===== src/sv/bam_queue.sv =====
`timescale 1ns / 1ps
// ============================================================================
// bam_queue
// Small register FIFO carrying cell jobs from the front to the back.
// ============================================================================
module bam_queue #(
    parameter int WIDTH = 32,
    parameter int DEPTH = 4
) (
    input  logic             clk,
    input  logic             rst_n,
    input  logic             push,
    input  logic [WIDTH-1:0] push_data,
    output logic             full,
    input  logic             pop,
    output logic [WIDTH-1:0] pop_data,
    output logic             empty
);

    localparam int AW = $clog2(DEPTH);

    logic [WIDTH-1:0] slot_reg [DEPTH];
    logic [AW-1:0]    wr_ptr_reg;
    logic [AW-1:0]    rd_ptr_reg;
    logic [AW:0]      count_reg;

    assign full     = count_reg == (AW+1)'(DEPTH);
    assign empty    = count_reg == '0;
    assign pop_data = slot_reg[rd_ptr_reg];

    // Pointers and fill level
    always_ff @(posedge clk or negedge rst_n)
    begin
        if (!rst_n)
        begin
            wr_ptr_reg <= '0;
            rd_ptr_reg <= '0;
            count_reg  <= '0;
        end
        else
        begin
            if (push)
                wr_ptr_reg <= (wr_ptr_reg == AW'(DEPTH - 1)) ? '0 : wr_ptr_reg + AW'(1);
            if (pop)
                rd_ptr_reg <= (rd_ptr_reg == AW'(DEPTH - 1)) ? '0 : rd_ptr_reg + AW'(1);
            if (push && !pop)
                count_reg <= count_reg + (AW+1)'(1);
            else if (pop && !push)
                count_reg <= count_reg - (AW+1)'(1);
        end
    end

    // Entry storage
    always_ff @(posedge clk)
    begin
        if (push)
        begin
            slot_reg[wr_ptr_reg] <= push_data;
        end
    end

endmodule


===== config.mk =====
export PLATFORM = sky130hd
export DESIGN_NAME = bam_queue
export DESIGN_NICKNAME = d
export VERILOG_FILES = /design/src/sv/bam_queue.sv
export SDC_FILE = /design/constraint.sdc
export NUM_CORES = 1
export LEC_CHECK = 0
export CORE_MARGIN = 2
export CORE_UTILIZATION = 55
export CTS_BUF_LIST = sky130_fd_sc_hd__clkbuf_8
export DETAILED_ROUTE_END_ITERATION = 12
export DONT_BUFFER_PORTS = 1
export HOLD_SLACK_MARGIN = 0.12
export MAX_ROUTING_LAYER = met4
export PLACE_DENSITY = 0.7
export SYNTH_ARGS = -nofsm -noshare
export SYNTH_HDL_FRONTEND = slang
export SYNTH_SLANG_ARGS = --single-unit
export TNS_END_PERCENT = 50

===== constraint.sdc =====
create_clock -name clk -period 2.7 [get_ports clk]
set_clock_uncertainty 0.1 [all_clocks]
set_input_delay 0.54 -clock clk [delete_from_list [all_inputs] [get_ports clk]]
set_output_delay 0.54 -clock clk [all_outputs]
set_load 0.05 [all_outputs]

# Yosys cells after proc, flatten, opt, wreduce, memory -nomap -nowiden
# Memory sizes are Yosys's and may differ from the RTL's.
# Index checks and enable logic that the tools add are counted.
# Widths: inputs -> output; s select.
# totals
ff_bits	7
latchBits	0
ram_bits	128
rom_bits	0
inputBits	36
out_inout_bits	34
elab_cells	23
memories	1
# classes
addsub	4
multipliers	0
div	0
magnitude_cmp	0
eq_ne	3
shifts	0
n_mux	6
bitwise	0
reduce_logical	6
# mem_list
name	words	word_bits	read_ports	rd_clocked_by_memory_dff	write_ports	line_no	rtl
slot_reg	4	32	1	0	1	22	logic [WIDTH-1:0] slot_reg [DEPTH];
# op_table
op	count
$mux 3	2
$add 2x1->2 const B	2
$eq 2x2->1 const B	2
$mux 2	2
$add 3x1->3 const B	1
$eq 3x3->1 const B	1
$logic_not 3->1	1
$sub 3x1->3 const B	1
$logic_and 1x1->1	2
$logic_not 1->1	2
$mux 1	2
$reduce_bool 2->1	1

# Depth between registers and ports, before layout
# Gate-level depths: netlist of the first run.
# depth
ltp_word	4
mapped_depth	7
depth_no_buf	7

# Worst setup path before layout of the first run
# OpenSTA, ideal clock, no wires.
# synth_path
path_kind	reg2out
startpoint	reg count_reg[0]
endpoint	out full
arrival_ns	1.599
t_required_ns	2.060
slack_ns	0.461
stages_incl_launch_ff	2
n_path_buf	0
cell_sequence	dfrtp_1 -> nor3b_1
# synth_via
elab_chain_len	1
# synth_lines
item	line_no	rtl
from (decl)	25	logic [AW:0] count_reg;
from (signal assigned)	47	count_reg <= count_reg + (AW+1)'(1);
from (signal assigned)	49	count_reg <= count_reg - (AW+1)'(1);
$eq 3x3->1	27	assign full = count_reg == (AW+1)'(DEPTH);
to (decl)	14	output logic full,
# No other way between the ends.

# Final worst setup path of the first run
# layout_path
startpoint	reg rd_ptr_reg[0]
endpoint	out pop_data[4]
# layout_via
elab_chain_len	1
# layout_lines
item	line_no	rtl
from (decl)	24	logic [AW-1:0] rd_ptr_reg;
from (signal assigned)	45	rd_ptr_reg <= (rd_ptr_reg == AW'(DEPTH - 1)) ? '0 : rd_ptr_reg + AW'(1);
$mem_v2 4x32	n/a	
to (decl)	16	output logic [WIDTH-1:0] pop_data,
# No other way between the ends.

==> reports/qor.csv, run 1 <==
metric,value,unit
final count of negative-setup-slack endpoints,0,
grt met2 use,0.291,
ant diodes,0,
Clock Path Buffers,2,
Cell variety after synth,20,
gr ovfl total,0,
Pint,4630,uW
Reg-to-Reg Start,wr_ptr_reg[0]$_DFFE_PN0P_,
Routed WL,8.05,mm
Initial Utilization,0.558,
# placed instances,318,
first-pass GRT wire length,12.1,mm
grt met1 use,0.194,
area fraction in compound gates after synthesis,0.00197,
CTS H-tree depth,4,
final setup TNS,0,ns
via count,2193,
port bufs,0,
Syn Nets,248,
die area,10000,sq um
crit-path max FO,14,
CTS Buf Count,17,
largest family of logic cells by synthesized area,multiplexers,
Crit path arrival time,1.92,ns
Std-Cell Rows,35,
worst r2r dst,slot_reg[0][4]$_DFFE_PP_,
post-synthesis xor/xnor area fraction,0.00517,
Max Freq,391,MHz
worst skew pair latency,0.42,ns
Post-Syn Instances,205,
vias in the first global route,2368,
clock share of power,0.263,
Post-DP HPWL,4.70,mm
RSZ-0062 raised after global routing,false,
adder-cell area share of the yosys netlist,0.0187,
CP required,2.06,ns
Final Wtd Congestion,0.707,
reg2reg setup slack,0.74,ns
Die Y,100,um
outcome,completed,
gr busiest metal,met2,
clk sink count,135,
Pwr per Cell Area,1210,nW/um^2
Hold Crit Class,input port to register,
end point of the critical path,pop_data[4],
area of the mapped netlist,5080,sq um
Root Driver,clkbuf_8,
Final Critical Period,2.56,ns
max cap viols,0,
routing usage on met3,0.0662,
Comb power frac,0.347,
pin count of the biggest net entering global routing,33,
Worst-path clk slew,0.07,ns
Leak,0.00204,uW
Chip Width,100,um
DRT Pass-1 Iters,4,
Max Slew Vio Count,0,
"most common cell after layout, fill and taps aside",edfxtp_1,
Layout area overhead,19.0,%
Critical path origin,rd_ptr_reg[0]$_DFFE_PN0P_,
Setup crit start kind,register,
sequential-to-total area share from yosys stat,0.791,
max FFs per register,128,
DRT iter0 DRCs,121,
layout net count,304,
mean number of vias per cell,5.70,
crit path kind,register to output pin,
layout cells sized above 1,0.277,
DRC errors left,0,
Top Ports,70,
sw frac,0.366,
Finished Layout Cells,385,
CP Capture Type,output pin,
Yosys reg bits,135,
period utilization,0.947,
Post-Synth Simple-Gate Area,0.0111,
placeable core area,9110,sq um
syn avg cell area,24.8,sq um
GRT Overall Usage,0.175,
Antenna Nets Post-Route,0,
cells on worst reg2reg path,3,
Slew headroom,0.386,
final-report hold violation count,0,
Wirelength per Cell,20.9,um
mux cell area share after synthesis,0.151,
"commonest non-fill, non-tap cells in the layout","edfxtp_1, dlygate4sd3_1, mux4_2",
share of power burned in registers,0.390,
Tightest Pin Transition,0.921,ns
TritonCTS clock tree,done,
sw power,2670,uW
Ys Warns,0,
antenna violations before repair,0,
Max VDD drop,0.000908,V
[layer usage]
layer  vias up  part of all wire
li1        978                 -
met1      1137              0.41
met2        69              0.54
met3         9             0.051
met4         0            0.0073
met5         -                 0
[critical path, stage by stage, from the launching register on]
cell and delay (ns):
dfrtp_2 0.53, buf_6 0.26, mux4_2 0.70
[worst min-delay path by stage]
| stage | endpoint | slack, ns | depth (start not counted) | startpoint |
|---|---|---|---|---|
| 2_1_floorplan | count_reg[0]$_DFFE_PN0P_ | 0.14 | 0 | rst_n |
| 3_3_place_gp | wr_ptr_reg[1]$_DFFE_PN0P_ | 0.14 | 0 | rst_n |
| 3_5_place_dp | wr_ptr_reg[1]$_DFFE_PN0P_ | 0.14 | 0 | rst_n |
| 4_1_cts | wr_ptr_reg[0]$_DFFE_PN0P_ | 0.12 | 2 | push |
| 5_1_grt | wr_ptr_reg[1]$_DFFE_PN0P_ | 0.15 | 2 | push |
| 6_report | wr_ptr_reg[1]$_DFFE_PN0P_ | 0.17 | 2 | push |
[power by group through the flow]
stage	Sequential (uW)	Combinational [uW]	Clock, uW
finish	2850	2530	1920
global route	2880	2640	2060
CTS	2850	2560	1950
detailed placement	2890	2500	0
global placement	2860	2440	0
floorplan	2820	2280	0
[per-stage QoR]
stage / utilization / area, sq um / worst slack (ns) / power (uW) / hold WS [ns]
2_1_floorplan: - / 5080 / 0.461 / 5100 / 0.144
3_3_place_gp: 0.573 / 5220 / 0.509 / 5300 / 0.145
3_5_place_dp: 0.573 / 5220 / 0.486 / 5390 / 0.145
4_1_cts: 0.662 / 6030 / 0.0199 / 7360 / 0.120
5_1_grt: 0.664 / 6050 / 0.0277 / 7580 / 0.146
6_report: 0.664 / 6050 / 0.142 / 7300 / 0.168
[logic make-up after synthesis]
| kind of cell | after synthesis |
|---|---|
| compound gates | 2 |
| mux | 35 |
| buf+inv | 12 |
| flops | 135 |
| xor+xnor | 3 |
| simple gates | 11 |
| fa+ha+maj | 7 |
[repair_timing]
item,CTS,global route
setup endpoints to repair,0,25
hold endpoints to repair,137,1
setup buffers,0,0
hold buffers,34,1
gates resized for setup,0,2
[cell usage after synthesis (all sizes together)]
cell / count / area share
edfxtp: 128 / 0.76
mux4: 32 / 0.14
buf: 7 / 0.017
dfrtp: 7 / 0.034
ha: 6 / 0.015
and2: 4 / 0.0049
inv: 4 / 0.0030
mux2: 3 / 0.0066
nor2: 3 / 0.0022
nand2: 2 / 0.0015
o21ai: 2 / 0.0020
xor2: 2 / 0.0034
clkbuf: 1 / 0.00074
fa: 1 / 0.0039
nor3: 1 / 0.00098
nor3b: 1 / 0.0015
xnor2: 1 / 0.0017
[final cells by class]
cell class / count / area, sq um
Sequential cell: 135 / 4020
Clock inverter: 15 / 239
Clock buffer: 17 / 234
Tap cell: 111 / 139
Multi-Input combinational cell: 58 / 967
Inverter: 4 / 15.0
Fill cell: 566 / 3060
Timing Repair Buffer: 45 / 433
No activity file was read; power rests on OpenSTA's default activity.
==> run 2, diff against run 1 <==
Settings changed: CORE_ASPECT_RATIO set to 0.6.
==> run 2 against run 1 <==
Effect of this change: utilization down 0.16 points; highest routed layer unchanged; largest power group unchanged; via count down 1.3%; critical path depth is the same; largest cell class unchanged; setup slack gained 0.033 ns; worst hold slack better by 0.0029 ns; flip-flop and latch count unchanged; fmax up 1.3%; die area is 0.25% higher; non-clock buffer count increased by 2.
==> reports/qor.csv, run 2 (synthesis gave the netlist of run 1 again) <==
metric,value,unit,change
period utilization,0.935,,-0.0122
via count,2164,,-1.3%
mean number of vias per cell,5.52,,-3.1%
Layout area overhead,18.4,%,
Top Ports,70,,unchanged
"commonest non-fill, non-tap cells in the layout","edfxtp_1, dlygate4sd3_1, mux4_2",,
worst r2r dst,slot_reg[0][0]$_DFFE_PP_,,
crit-path max FO,9,,-5
Pwr per Cell Area,1190,nW/um^2,-1.4%
WHS Endpoint,rd_ptr_reg[0]$_DFFE_PN0P_,,
Pint,4470,uW,-3.4%
share of power burned in registers,0.396,,+0.006
DRT iter0 DRCs,196,,+62%
CP top delay family,multiplexers,,
post-route cell area,6020,sq um,-0.48%
Post-DP HPWL,4.71,mm,about the same
Std-Cell Rows,27,,-23%
first-pass GRT wire length,12.9,mm,+6.6%
DRT Pass-1 Iters,4,,unchanged
CTS Buf Count,17,,unchanged
HP Start,pop,,
# placed instances,323,,+1.6%
Clock Path Buffers,2,,unchanged
clock share of power,0.241,,-0.022
GRT Overall Usage,0.187,,+0.0123
"Cell Chain, Critical Path","buf_4, mux4_2",,
overall power,7170,uW,-1.8%
Tightest Pin Transition,0.886,ns,-0.0348 ns
final setup TNS,0,ns,unchanged
Final Critical Period,2.53,ns,-0.0330 ns
Hold Crit Class,input port to register,,
worst skew pair latency,0.43,ns,about the same
Wirelength per Cell,20.9,um,about the same
vias in the first global route,2396,,+1.2%
DRC errors left,0,,unchanged
Max Freq,396,MHz,+1.3%
max cap viols,0,,unchanged
Comb power frac,0.363,,+0.016
placeable core area,9090,sq um,-0.23%
Die Y,78.5,um,-22%
max FFs per register,128,,unchanged
RSZ-0062 raised after global routing,false,,
CP required,2.06,ns,about the same
CP Capture Type,output pin,,
final-report hold violation count,0,,unchanged
Initial Utilization,0.559,,+0.00131
slowest CP cell,mux4_2,,
Root Driver,clkbuf_8,,
layout cells sized above 1,0.279,,+0.00161
TritonCTS clock tree,done,,
CP peak stage delay,0.69,ns,about the same
Max Slew Vio Count,0,,unchanged
Slew headroom,0.409,,+0.0232
sw power,2700,uW,+0.89%
Max VDD drop,0.000719,V,-21%
Hold Crit Depth,1,,-1
final count of negative-setup-slack endpoints,0,,unchanged
Reg-to-Reg Start,wr_ptr_reg[0]$_DFFE_PN0P_,,
CP bufs+invs,1,,unchanged
layout net count,306,,+0.66%
pin count of the biggest net entering global routing,35,,+6.1%
crit path kind,register to output pin,,
"most common cell after layout, fill and taps aside",edfxtp_1,,
port bufs,0,,unchanged
outcome,completed,,
Crit path arrival time,1.89,ns,-0.03 ns
gr ovfl total,0,,unchanged
reg2reg setup slack,0.82,ns,+0.08 ns
Antenna Nets Post-Route,0,,unchanged
Routed WL,8.20,mm,+1.8%
Leak,0.00201,uW,-1.5%
placed inst area,5240,sq um,+0.36%
Chip Width,128,um,+28%
Fillers,564,,-0.35%
Final Wtd Congestion,0.660,,-6.6%
cells on worst reg2reg path,3,,unchanged
ant diodes,0,,unchanged
Setup crit start kind,register,,
CTS H-tree depth,4,,unchanged
Finished Layout Cells,392,,+1.8%
Worst-path clk slew,0.07,ns,about the same
antenna violations before repair,0,,unchanged
die area,10000,sq um,+0.25%
clk sink count,135,,unchanged
sw frac,0.376,,+0.0101
==> run 2: cell count changes in the layout (fill, tap and decap cells not counted), moves of 2 or more <==
cell | before | now
clkinv_1 | 0 | 5
buf_4 | 8 | 12
inv_1 | 7 | 4
buf_6 | 2 | 0
bufinv_16 | 6 | 4
clkinv_4 | 3 | 1
clkinvlp_4 | 1 | 3
==> run 2: layer usage <==
| metal | vias to the layer above | part of all wire | global-route usage |
|---|---|---|---|
| li1 | 974 | - | - |
| met1 | 1121 | 0.44 | 0.236 |
| met2 | 60 | 0.50 | 0.279 |
| met3 | 9 | 0.049 | 0.0641 |
| met4 | 0 | 0.012 | 0.0879 |
| met5 | - | 0 | - |
==> run 2: timing repair <==
action                                 4_1_cts  5_1_grt
resized for setup                            1        0
endpoints found under the hold margin      137        0
setup buffers                                3        0
hold buffers                                34        0
setup endpoints to repair                   20        0
==> run 2: worst max-delay path by stage <==
stage | start | endpoint | slack (ns) | depth (start not counted)
2_1_floorplan | count_reg[0]$_DFFE_PN0P_ | full | 0.46 | 1
5_1_grt | rd_ptr_reg[0]$_DFFE_PN0P_ | pop_data[0] | 0.08 | 2
3_5_place_dp | rd_ptr_reg[0]$_DFFE_PN0P_ | pop_data[0] | 0.33 | 2
6_report | rd_ptr_reg[0]$_DFFE_PN0P_ | pop_data[20] | 0.17 | 2
3_3_place_gp | rd_ptr_reg[0]$_DFFE_PN0P_ | pop_data[16] | 0.37 | 2
4_1_cts | rd_ptr_reg[0]$_DFFE_PN0P_ | pop_data[0] | 0.13 | 2
==> run 2: layout make-up <==
type	count	area, sq um	area share
clock inverters	15	184	0.0306
well taps	116	145	0.0241
flip-flops and latches	135	4020	0.668
multi-input cells	58	967	0.161
inverters	4	15.0	0.00249
repair buffers	47	450	0.0748
clock buffers	17	234	0.0389
==> run 2: power groups by stage <==
stage               logic [uW]  clock network, uW  registers [uW]
floorplan                 2280                  0            2820
global placement          2430                  0            2890
detailed placement        2490                  0            2920
CTS                       2630               1750            2840
global route              2730               1860            2870
finish                    2600               1730            2840
==> run 2: metrics by stage <==
stage | utilization | setup slack [ns] | hold WS [ns]
after detailed placement | 0.576 | 0.335 | 0.145
after CTS | 0.662 | 0.132 | 0.140
final | 0.662 | 0.175 | 0.171
after floorplan | - | 0.461 | 0.144
after global placement | 0.576 | 0.374 | 0.145
after global routing | 0.662 | 0.0848 | 0.147
