==> config.mk <==
export PLATFORM = sky130hd
export DESIGN_NAME = bam_back
export DESIGN_NICKNAME = d
export VERILOG_FILES = /design/src/sv/bam_pkg.sv /design/src/sv/bam_back.sv
export SDC_FILE = /design/constraint.sdc
export NUM_CORES = 1
export LEC_CHECK = 0
export ABC_AREA = 1
export BUFFER_PORTS_ARGS = -buffer_cell sky130_fd_sc_hd__buf_2
export CAP_MARGIN = 20
export CELL_PAD_IN_SITES_DETAIL_PLACEMENT = 0
export CELL_PAD_IN_SITES_GLOBAL_PLACEMENT = 1
export CORE_ASPECT_RATIO = 0.6
export CORE_UTILIZATION = 45
export DETAILED_ROUTE_END_ITERATION = 8
export PLACE_DENSITY = 0.78
export RECOVER_POWER = 100
export SLEW_MARGIN = 25
export SYNTH_ARGS = -nofsm -noshare
export SYNTH_HDL_FRONTEND = slang
export SYNTH_SLANG_ARGS = --single-unit
==> constraint.sdc <==
create_clock -name clk -period 4.6 [get_ports clk]
set_input_delay 0.23 -clock clk [delete_from_list [all_inputs] [get_ports clk]]
set_output_delay 0.23 -clock clk [all_outputs]
set_load 0.03 [all_outputs]
==> src/sv/bam_pkg.sv <==
`timescale 1ns / 1ps
// ============================================================================
// bam_pkg
// Shared types and constants for the block-average ASCII mapper.
// ============================================================================
package bam_pkg;

    // Register indexes on the configuration port
    localparam int CFG_IDX_W = 4;
    localparam logic [CFG_IDX_W-1:0] CFG_IMAGE_WIDTH  = 4'd0;
    localparam logic [CFG_IDX_W-1:0] CFG_IMAGE_HEIGHT = 4'd1;
    localparam logic [CFG_IDX_W-1:0] CFG_CELL_WIDTH   = 4'd2;
    localparam logic [CFG_IDX_W-1:0] CFG_CELL_HEIGHT  = 4'd3;
    localparam int CFG_DATA_W = 13;

    // Register widths and reset values
    localparam int IMG_W_BITS = 11;
    localparam int IMG_H_BITS = 13;
    localparam int CELL_BITS  = 5;
    localparam logic [IMG_W_BITS-1:0] IMG_W_RESET  = 11'd1024;
    localparam logic [IMG_H_BITS-1:0] IMG_H_RESET  = 13'd768;
    localparam logic [CELL_BITS-1:0]  CELL_W_RESET = 5'd3;
    localparam logic [CELL_BITS-1:0]  CELL_H_RESET = 5'd6;

    // Frame height limit and row counter width
    localparam int MAX_HEIGHT = 4096;
    localparam int Y_W        = 12;

    // Field widths
    localparam int PIXEL_W = 8;
    localparam int CHAR_W  = 7;

    // Level mapping constants
    localparam logic [7:0]        FULL_SCALE   = 8'd255;
    localparam logic [6:0]        TOP_LEVEL    = 7'd69;
    localparam logic [CHAR_W-1:0] NEWLINE_CODE = 7'd10;
    localparam int RAMP_LEN = 70;

    // Brightness ramp, darkest first
    localparam logic [CHAR_W-1:0] RAMP [RAMP_LEN] = '{
        7'd32,  7'd46,  7'd39,  7'd96,  7'd94,  7'd34,  7'd44,  7'd58,  7'd59,
        7'd73,  7'd108, 7'd33,  7'd105, 7'd62,  7'd60,  7'd126, 7'd43,  7'd95,
        7'd45,  7'd63,  7'd93,  7'd91,  7'd125, 7'd123,
        7'd49,  7'd41,  7'd40,  7'd124, 7'd92,  7'd47,  7'd116, 7'd102, 7'd106,
        7'd114, 7'd120, 7'd110, 7'd117, 7'd118, 7'd99,
        7'd122, 7'd88,  7'd89,  7'd85,  7'd74,  7'd67,  7'd76,  7'd81,  7'd48,
        7'd79,  7'd90,  7'd109, 7'd119, 7'd113, 7'd112,
        7'd100, 7'd98,  7'd107, 7'd104, 7'd97,  7'd111, 7'd42,  7'd35,  7'd77,
        7'd87,  7'd38,  7'd56,  7'd37,  7'd66,  7'd64,
        7'd36
    };

    // Flags carried with each cell job from front to back
    typedef struct packed {
        logic has_nl;   // row ends here: newline follows the character
        logic eof;      // that newline closes the frame
    } job_flags_t;

    // Back-end sequencer states
    typedef enum logic [2:0] {
        BK_IDLE,
        BK_MUL,
        BK_ADJ,
        BK_DIV,
        BK_CHAR,
        BK_NL
    } back_state_t;

endpackage

==> src/sv/bam_back.sv <==
`timescale 1ns / 1ps
// ============================================================================
// bam_back
// Character generation: exact ceiling of sum*69/(count*255) by a
// shift-subtract divider, ramp lookup, newline insertion, output register.
// ============================================================================
module bam_back import bam_pkg::*; #(
    parameter int SUM_W = 16,
    parameter int CNT_W = 9
) (
    input  logic              clk,
    input  logic              rst_n,
    // job queue pop side
    input  logic              job_empty,
    output logic              job_pop,
    input  job_flags_t        job_flags,
    input  logic [SUM_W-1:0]  job_total,
    input  logic [CNT_W-1:0]  job_count,
    // character channel
    output logic              out_valid,
    input  logic              out_stall,
    output logic [CHAR_W-1:0] char_code,
    output logic              end_of_frame
);

    localparam int CMP_W = ((SUM_W > CNT_W + 8) ? SUM_W : CNT_W + 8) + 8;
    localparam logic [2:0] LAST_STEP = 3'd6;

    back_state_t state_reg, state_next;

    job_flags_t        flags_reg;
    logic [SUM_W-1:0]  total_reg;
    logic [CNT_W-1:0]  cnt_reg;
    logic [CMP_W-1:0]  num_reg;
    logic [CMP_W-1:0]  den_reg;
    logic [6:0]        q_reg;
    logic [2:0]        step_reg;
    logic              sat_reg;
    logic              out_valid_reg;
    logic [CHAR_W-1:0] char_code_reg;
    logic              eof_reg;

    logic              slot_free;
    logic              out_load;
    logic [CHAR_W-1:0] out_code;
    logic              out_eof;
    logic [CMP_W-1:0]  adj_sum;
    logic [CMP_W-1:0]  den_shift;
    logic [6:0]        level;

    assign slot_free = !out_valid_reg || !out_stall;
    assign adj_sum   = num_reg + den_reg - CMP_W'(1);
    assign den_shift = den_reg << step_reg;
    assign level     = (sat_reg || (q_reg > TOP_LEVEL)) ? TOP_LEVEL : q_reg;

    // Next state
    always_comb
    begin
        state_next = state_reg;
        unique case (state_reg)
            BK_IDLE: if (!job_empty) state_next = BK_MUL;
            BK_MUL:  state_next = BK_ADJ;
            BK_ADJ:  state_next = BK_DIV;
            BK_DIV:  if (step_reg == '0) state_next = BK_CHAR;
            BK_CHAR:
            begin
                if (slot_free)
                    state_next = flags_reg.has_nl ? BK_NL : BK_IDLE;
            end
            BK_NL:   if (slot_free) state_next = BK_IDLE;
            default: state_next = BK_IDLE;
        endcase
    end

    // State outputs
    always_comb
    begin
        job_pop  = 1'b0;
        out_load = 1'b0;
        out_code = NEWLINE_CODE;
        out_eof  = 1'b0;
        unique case (state_reg)
            BK_IDLE: job_pop = !job_empty;
            BK_MUL, BK_ADJ, BK_DIV: ;
            BK_CHAR:
            begin
                out_load = slot_free;
                out_code = RAMP[level];
            end
            BK_NL:
            begin
                out_load = slot_free;
                out_eof  = flags_reg.eof;
            end
            default: ;
        endcase
    end

    always_ff @(posedge clk or negedge rst_n)
    begin
        if (!rst_n)
            state_reg <= BK_IDLE;
        else
            state_reg <= state_next;
    end

    // Divider datapath: numerator sum*69 + den - 1, restoring over 7 bits
    always_ff @(posedge clk)
    begin
        if (job_pop)
        begin
            flags_reg <= job_flags;
            total_reg <= job_total;
            cnt_reg   <= job_count;
        end
        if (state_reg == BK_MUL)
        begin
            num_reg <= CMP_W'(total_reg) * CMP_W'(TOP_LEVEL);
            den_reg <= CMP_W'(cnt_reg) * CMP_W'(FULL_SCALE);
        end
        if (state_reg == BK_ADJ)
        begin
            num_reg  <= adj_sum;
            sat_reg  <= adj_sum >= (den_reg << 7);
            q_reg    <= '0;
            step_reg <= LAST_STEP;
        end
        if (state_reg == BK_DIV)
        begin
            if (num_reg >= den_shift)
            begin
                num_reg          <= num_reg - den_shift;
                q_reg[step_reg]  <= 1'b1;
            end
            step_reg <= step_reg - 3'd1;
        end
    end

    // Output register
    always_ff @(posedge clk or negedge rst_n)
    begin
        if (!rst_n)
            out_valid_reg <= 1'b0;
        else if (out_load)
            out_valid_reg <= 1'b1;
        else if (!out_stall)
            out_valid_reg <= 1'b0;
    end

    always_ff @(posedge clk)
    begin
        if (out_load)
        begin
            char_code_reg <= out_code;
            eof_reg       <= out_eof;
        end
    end

    assign out_valid    = out_valid_reg;
    assign char_code    = char_code_reg;
    assign end_of_frame = eof_reg;

endmodule

; Word level (Yosys, flattened, before mapping)
; Memories as Yosys holds them, arrays and structs flattened. A register that Yosys moved wholly into a read port is not among the register bits.
; Cells that the tools add are included.
[word_totals]
reg_bits = 85
mem_bits_ro = 896
out_inout_bits = 10
mem_count = 1
[classes]
addsub = 4
mul = 2
magnitude_cmp = 5
eq_ne = 10
shifts = 1
n_mux = 22
bitwise_logic = 2
n_reduce_logical = 12
[mem_list]
columns = name, words, width, read_ports, rd_clocked_by_memory_dff, write_ports, line
row1 = (name not given), 128, 7, 1, 1, 0, bam_back.sv:88  ; out_code = RAMP[level];
[ops]
columns = op, n
row1 = two-way mux 25 bit, 4
row2 = two-way mux 7 bit, 4
row3 = adder 25 x 17 -> 25 bit, 1
row4 = greater-or-equal comparator 25 x 24 -> 1 bit, 1
row5 = greater-or-equal comparator 25 bit, 1
row6 = left shift 17 x 3 -> 25 bit, 1
row7 = "subtractor 25 x 1 -> 25 bit, second input constant", 1
row8 = subtractor 25 bit, 1
row9 = "multiplier 16 x 7 -> 23 bit, second input constant", 1
row10 = two-way mux 3 bit, 7
row11 = case mux 3 bit (6 select lines), 1
row12 = "multiplier 9 x 8 -> 17 bit, second input constant", 1
row13 = "inequality test 2 bit, second input constant", 4
row14 = inverter 7 -> 8 bit, 1
row15 = "greater-than comparator 7 bit, second input constant", 1
row16 = bitwise OR 7 bit, 1
row17 = "equality test 3 x 2 -> 1 bit, second input constant", 2
row18 = "equality test 3 bit, second input constant", 2
row19 = zero test 3 bit, 2
row20 = two-way mux 1 bit, 5
row21 = zero test 1 bit, 4
row22 = "less-than comparator 3 x 4 -> 1 bit, second input constant", 1
row23 = AND reduction 4 bit, 1
row24 = demux 1 bit (select 3 bit), 1
row25 = 8 further kinds, 9

; Longest topological paths before layout
[logic_depth]
depth_word = 7
depth_mapped = 26
depth_no_buf = 26

; Least setup slack after synthesis
; No wires, ideal clock.
[synth_path]
path_kind = reg-to-reg
startpoint = reg state_reg[2]
endpoint = reg cnt_reg[0], enable pin
setup_time_ns = 0.518
t_arrival_ns = 3.976
required_time_ns = 4.082
slack_ns = 0.106
path_stages_with_launch = 2
path_buffers = 0
period_less_slack_ns = 4.494
path_cell_list = dfrtp_1 nor4_1
[synth_between]
elab_chain_cells = 2
[synth_rtl]
columns = element, line
row1 = from (decl), bam_back.sv:29  ; back_state_t state_reg, state_next;
row2 = from (signal assigned), bam_back.sv:104  ; state_reg <= state_next;
row3 = zero test 3 bit, bam_back.sv:82  ; unique case (state_reg)
row4 = two-way mux 1 bit, bam_back.sv:82
row5 = named net job_pop, bam_back.sv:15  ; output logic job_pop,
row6 = to (signal assigned), bam_back.sv:114  ; cnt_reg <= job_count;
row7 = to (decl), bam_back.sv:33  ; logic [CNT_W-1:0] cnt_reg;
; The timed path passes the listed nets, and every way through them passes these cells.
; A chain may end at the register's enable or synchronous reset.

; Worst setup path after layout
[layout_path]
startpoint = reg step_reg[0]
endpoint = reg num_reg[1]
[layout_between]
elab_chain_cells = 4
word_cells_on_any_way = 5
[layout_rtl]
columns = element, line
row1 = from (decl), bam_back.sv:37  ; logic [2:0] step_reg;
row2 = from (signal assigned), bam_back.sv:135  ; step_reg <= step_reg - 3'd1;
row3 = left shift 17 x 3 -> 25 bit (*), bam_back.sv:53  ; assign den_shift = den_reg << step_reg;
row4 = subtractor 25 bit or greater-or-equal comparator 25 bit (tied branches), "bam_back.sv:132, bam_back.sv:130"
row5 = two-way mux 25 bit (*), bam_back.sv:130  ; if (num_reg >= den_shift)
row6 = two-way mux 25 bit (*), bam_back.sv:128  ; if (state_reg == BK_DIV)
row7 = to (signal assigned), bam_back.sv:118  ; num_reg <= CMP_W'(total_reg) * CMP_W'(TOP_LEVEL);
row8 = to (signal assigned), bam_back.sv:123  ; num_reg <= adj_sum;
row9 = to (signal assigned), bam_back.sv:132  ; num_reg <= num_reg - den_shift;
row10 = to (decl), bam_back.sv:34  ; logic [CMP_W-1:0] num_reg;
; Mark *: on every way between the ends. The rest lies on a longest branch, timed or not.

==> results.yml <==
sta:
  timing.final.ws_setup_ns: 0.192
  fmax_ghz: 0.227
  max-slew-margin-rel: -0.359
  worst_pin_slew_ns: 2.04
  skew_ns: 0.0125
  finalSetupViolCount: 0
  slew_violations: 101
  post-route-min-period_ns: 4.41
  hold_viol: 0
  min_period_over_period: 0.958
critical_path:
  slowest_stage: "edfxtp_1"
  r2r_cells: 16
  cp-end-kind: "flop"
  critPathTopFamily: "compound AO/OA/AOI/OAI gates"
  r2r-start: "step_reg[0]"
  cp-start-kind: "flop"
  path_cells: "clkbuf_1 > nand2_1 > o21ai_0 > o21ai_0 > o21ai_0 > ha_1 > a21oi_1 > o21ai_0 > nand2_1 > nand2_1 > a21oi_1 > nand3_2 > nand2_2 > buf_12 > clkbuf_2 > o21ai_0"
  cp-endpoint: "num_reg[1]"
  ff2ff_setup_slack_ns: 0.19
  crit_path_start: "step_reg[0]"
  cpPeakStageDelay_ns: 0.85
  critical_path_class: "reg2reg"
  cp_num_buf_inv: 3
  r2r-end: "num_reg[1]"
  worstPathRequired_ns: 4.86
  arrival_ns: 4.66
  path_depth: 16
  crit_fanout: 33
  crit_top_cell: "o21ai_0"
route:
  final_antenna_net_count: 0
  drc: 0
  drt-total-wl_mm: 40.5
  vias_per_cell: 5.50
  wire_per_inst_um: 18.2
  first_pass_iters: 6
  drt_iter0_drc: 1299
  vias: 12200
floorplan:
  io_pins: 41
  rows: 46
  start_util: 0.467
  die-width_um: 218
  fp.dieH_um: 131
  die_area_um2: 28600
  core_area_um2: 26900
layout:
  largest_reg_flops: 25
  syn2layout_area_growth_pct: 7.14
  num-fill-cells: 2821
  fin_nets: 2119
  drive_above_1_share: 0.0574
  antenna-diode-count: 0
synthesis:
  synth_common_cells: "429 x nand2_1, 337 x inv_1, 183 x ha_1"
  ys_ff_latch: 92
  synth-edff-count: 56
  syn-cell-area_um2: 12600
  syn_nets: 2073
  synth_top_cell_area_share: 0.182
  syn_inst: 1813
  async_flop_share: 0.0435
  yosys.area.top_type: "ha_1"
  synth.most_common_cell: "nand2_1"
  synth_cell_type_count: 51
  yosysWarnings: 0
  yosysSeqAreaShare: 0.193
  synth_ff_type: "edfxtp_1"
  synth_area_leaders: "ha_1 18%, edfxtp_1 13%, nand2_1 13%"
  postSynthAreaPerCell_um2: 6.92
placed_design:
  place_ws_ns: 0.193
  gp_congestion: 1.02
  io_buffers: 40
  dpl.hpwl_mm: 33.9
grt:
  grt-busiest-layer: "met1"
  antenna_found_initial: 0
  grt_max_degree: 38
  use_met2: 0.354
  grt_pass1_wl_mm: 62.9
  grt_overflow: 0
  use_met3: 0.113
  grt_pass1_vias: 11100
  met1_usage: 0.453
  grt_util_all_layers: 0.289
clock_network:
  htree_levels: 3
  root_buffer: "clkbuf_16"
  cts_tree: "built"
  cts_made_buffers: 9
  clk_pin_slew_ns: 0.08
  cts.sink_count: 92
  cts_buffer_depth: 2
  clock_latency_ns: 0.38
hold_path:
  hold_start: "job_total[6]"
  hold_class: "in2reg"
status:
  outcome: "complete, but fails checks"
  failed_checks: "capacitance limit, slew limit"
flow_run:
  maxCapViolCount: 3
cell usage in the layout (no fill, tap or decap), drive strengths merged, types with 2 or more instances in the layout:
cell,netlist,layout
buf,13,48
a21oi,120,120
nand3b,3,3
o22ai,10,10
o2111ai,2,2
nor2,132,132
fa,46,46
nor3,17,17
nand4,28,28
a31oi,3,3
o21bai,11,11
o21ai,105,105
a21o,8,8
xnor2,20,20
dfxtp,32,32
inv,347,351
o221ai,3,3
clkinv,0,3
o31ai,2,2
or2,4,4
and2,9,9
dfrtp,4,4
edfxtp,56,56
ha,183,183
nor4,6,6
nand2,440,440
xor2,28,28
mux2i,3,3
o21a,2,2
nand3,140,140
clkbuf,18,26
o211ai,12,12
a21boi,3,3
worst register-to-register path: stages, from the launching register on:
cell and delay [ns]:
edfxtp_1 0.85, clkbuf_1 0.33, nand2_1 0.09, o21ai_0 0.15, o21ai_0 0.16, o21ai_0 0.57
ha_1 0.42, a21oi_1 0.18, o21ai_0 0.19, nand2_1 0.14, nand2_1 0.09, a21oi_1 0.23
nand3_2 0.23, nand2_2 0.16, buf_12 0.21, clkbuf_2 0.20, o21ai_0 0.09
cell families after synthesis:
group / synth area share
simple gates: 0.270
buf+inv: 0.118
compound gates: 0.128
fa+ha+maj: 0.256
flops: 0.193
xor+xnor: 0.0335
mux: 0.00239
worst min path at each step:
stage / cells after the start / to / slack, ns
floorplan: 0 / out_valid / -0.07
detailed placement: 1 / state_reg[0] / 0.04
global route: 1 / flags_reg[0] / 0.01
global placement: 1 / state_reg[0] / 0.04
CTS: 1 / total_reg[6] / 0.004
finish: 1 / total_reg[6] / 0.02
metrics by stage:
stage,util,setup TNS (ns),instances,hold WS [ns],instance area (um2)
2_1_floorplan,-,0,1813,-0.0656,12600
3_3_place_gp,0.491,0,2201,0.0362,13200
3_5_place_dp,0.491,0,2201,0.0433,13200
4_1_cts,0.503,0,2218,0.00371,13500
5_1_grt,0.500,-0.000529,2224,0.00987,13400
6_report,0.500,0,2224,0.0174,13400
final cells by class:
type                            count  area [um2]  area share
Timing Repair Buffer               66         375      0.0279
Clock buffer                        9         225      0.0167
Inverter                          347        1300      0.0969
Multi-Input combinational cell   1343        8600       0.639
Sequential cell                    92        2420       0.180
Tap cell                          360         450      0.0335
Clock inverter                      7        73.8     0.00549
metal layers:
| metal | up-vias | part of all wire |
|---|---|---|
| li1 | 5999 | - |
| met1 | 5669 | 0.50 |
| met2 | 535 | 0.35 |
| met3 | 32 | 0.13 |
| met4 | 0 | 0.012 |
| met5 | - | 0 |
timing repair:
action | 4_1_cts | 5_1_grt
resized for setup | 0 | 1
endpoints found under the hold margin | 4 | 0
buffers inserted | 0 | 6
hold buffers | 1 | 0
setup endpoints to repair | 0 | 3
Power is not shown: default switching activity piles up to over one toggle a cycle in this logic, so the estimate is an artifact.
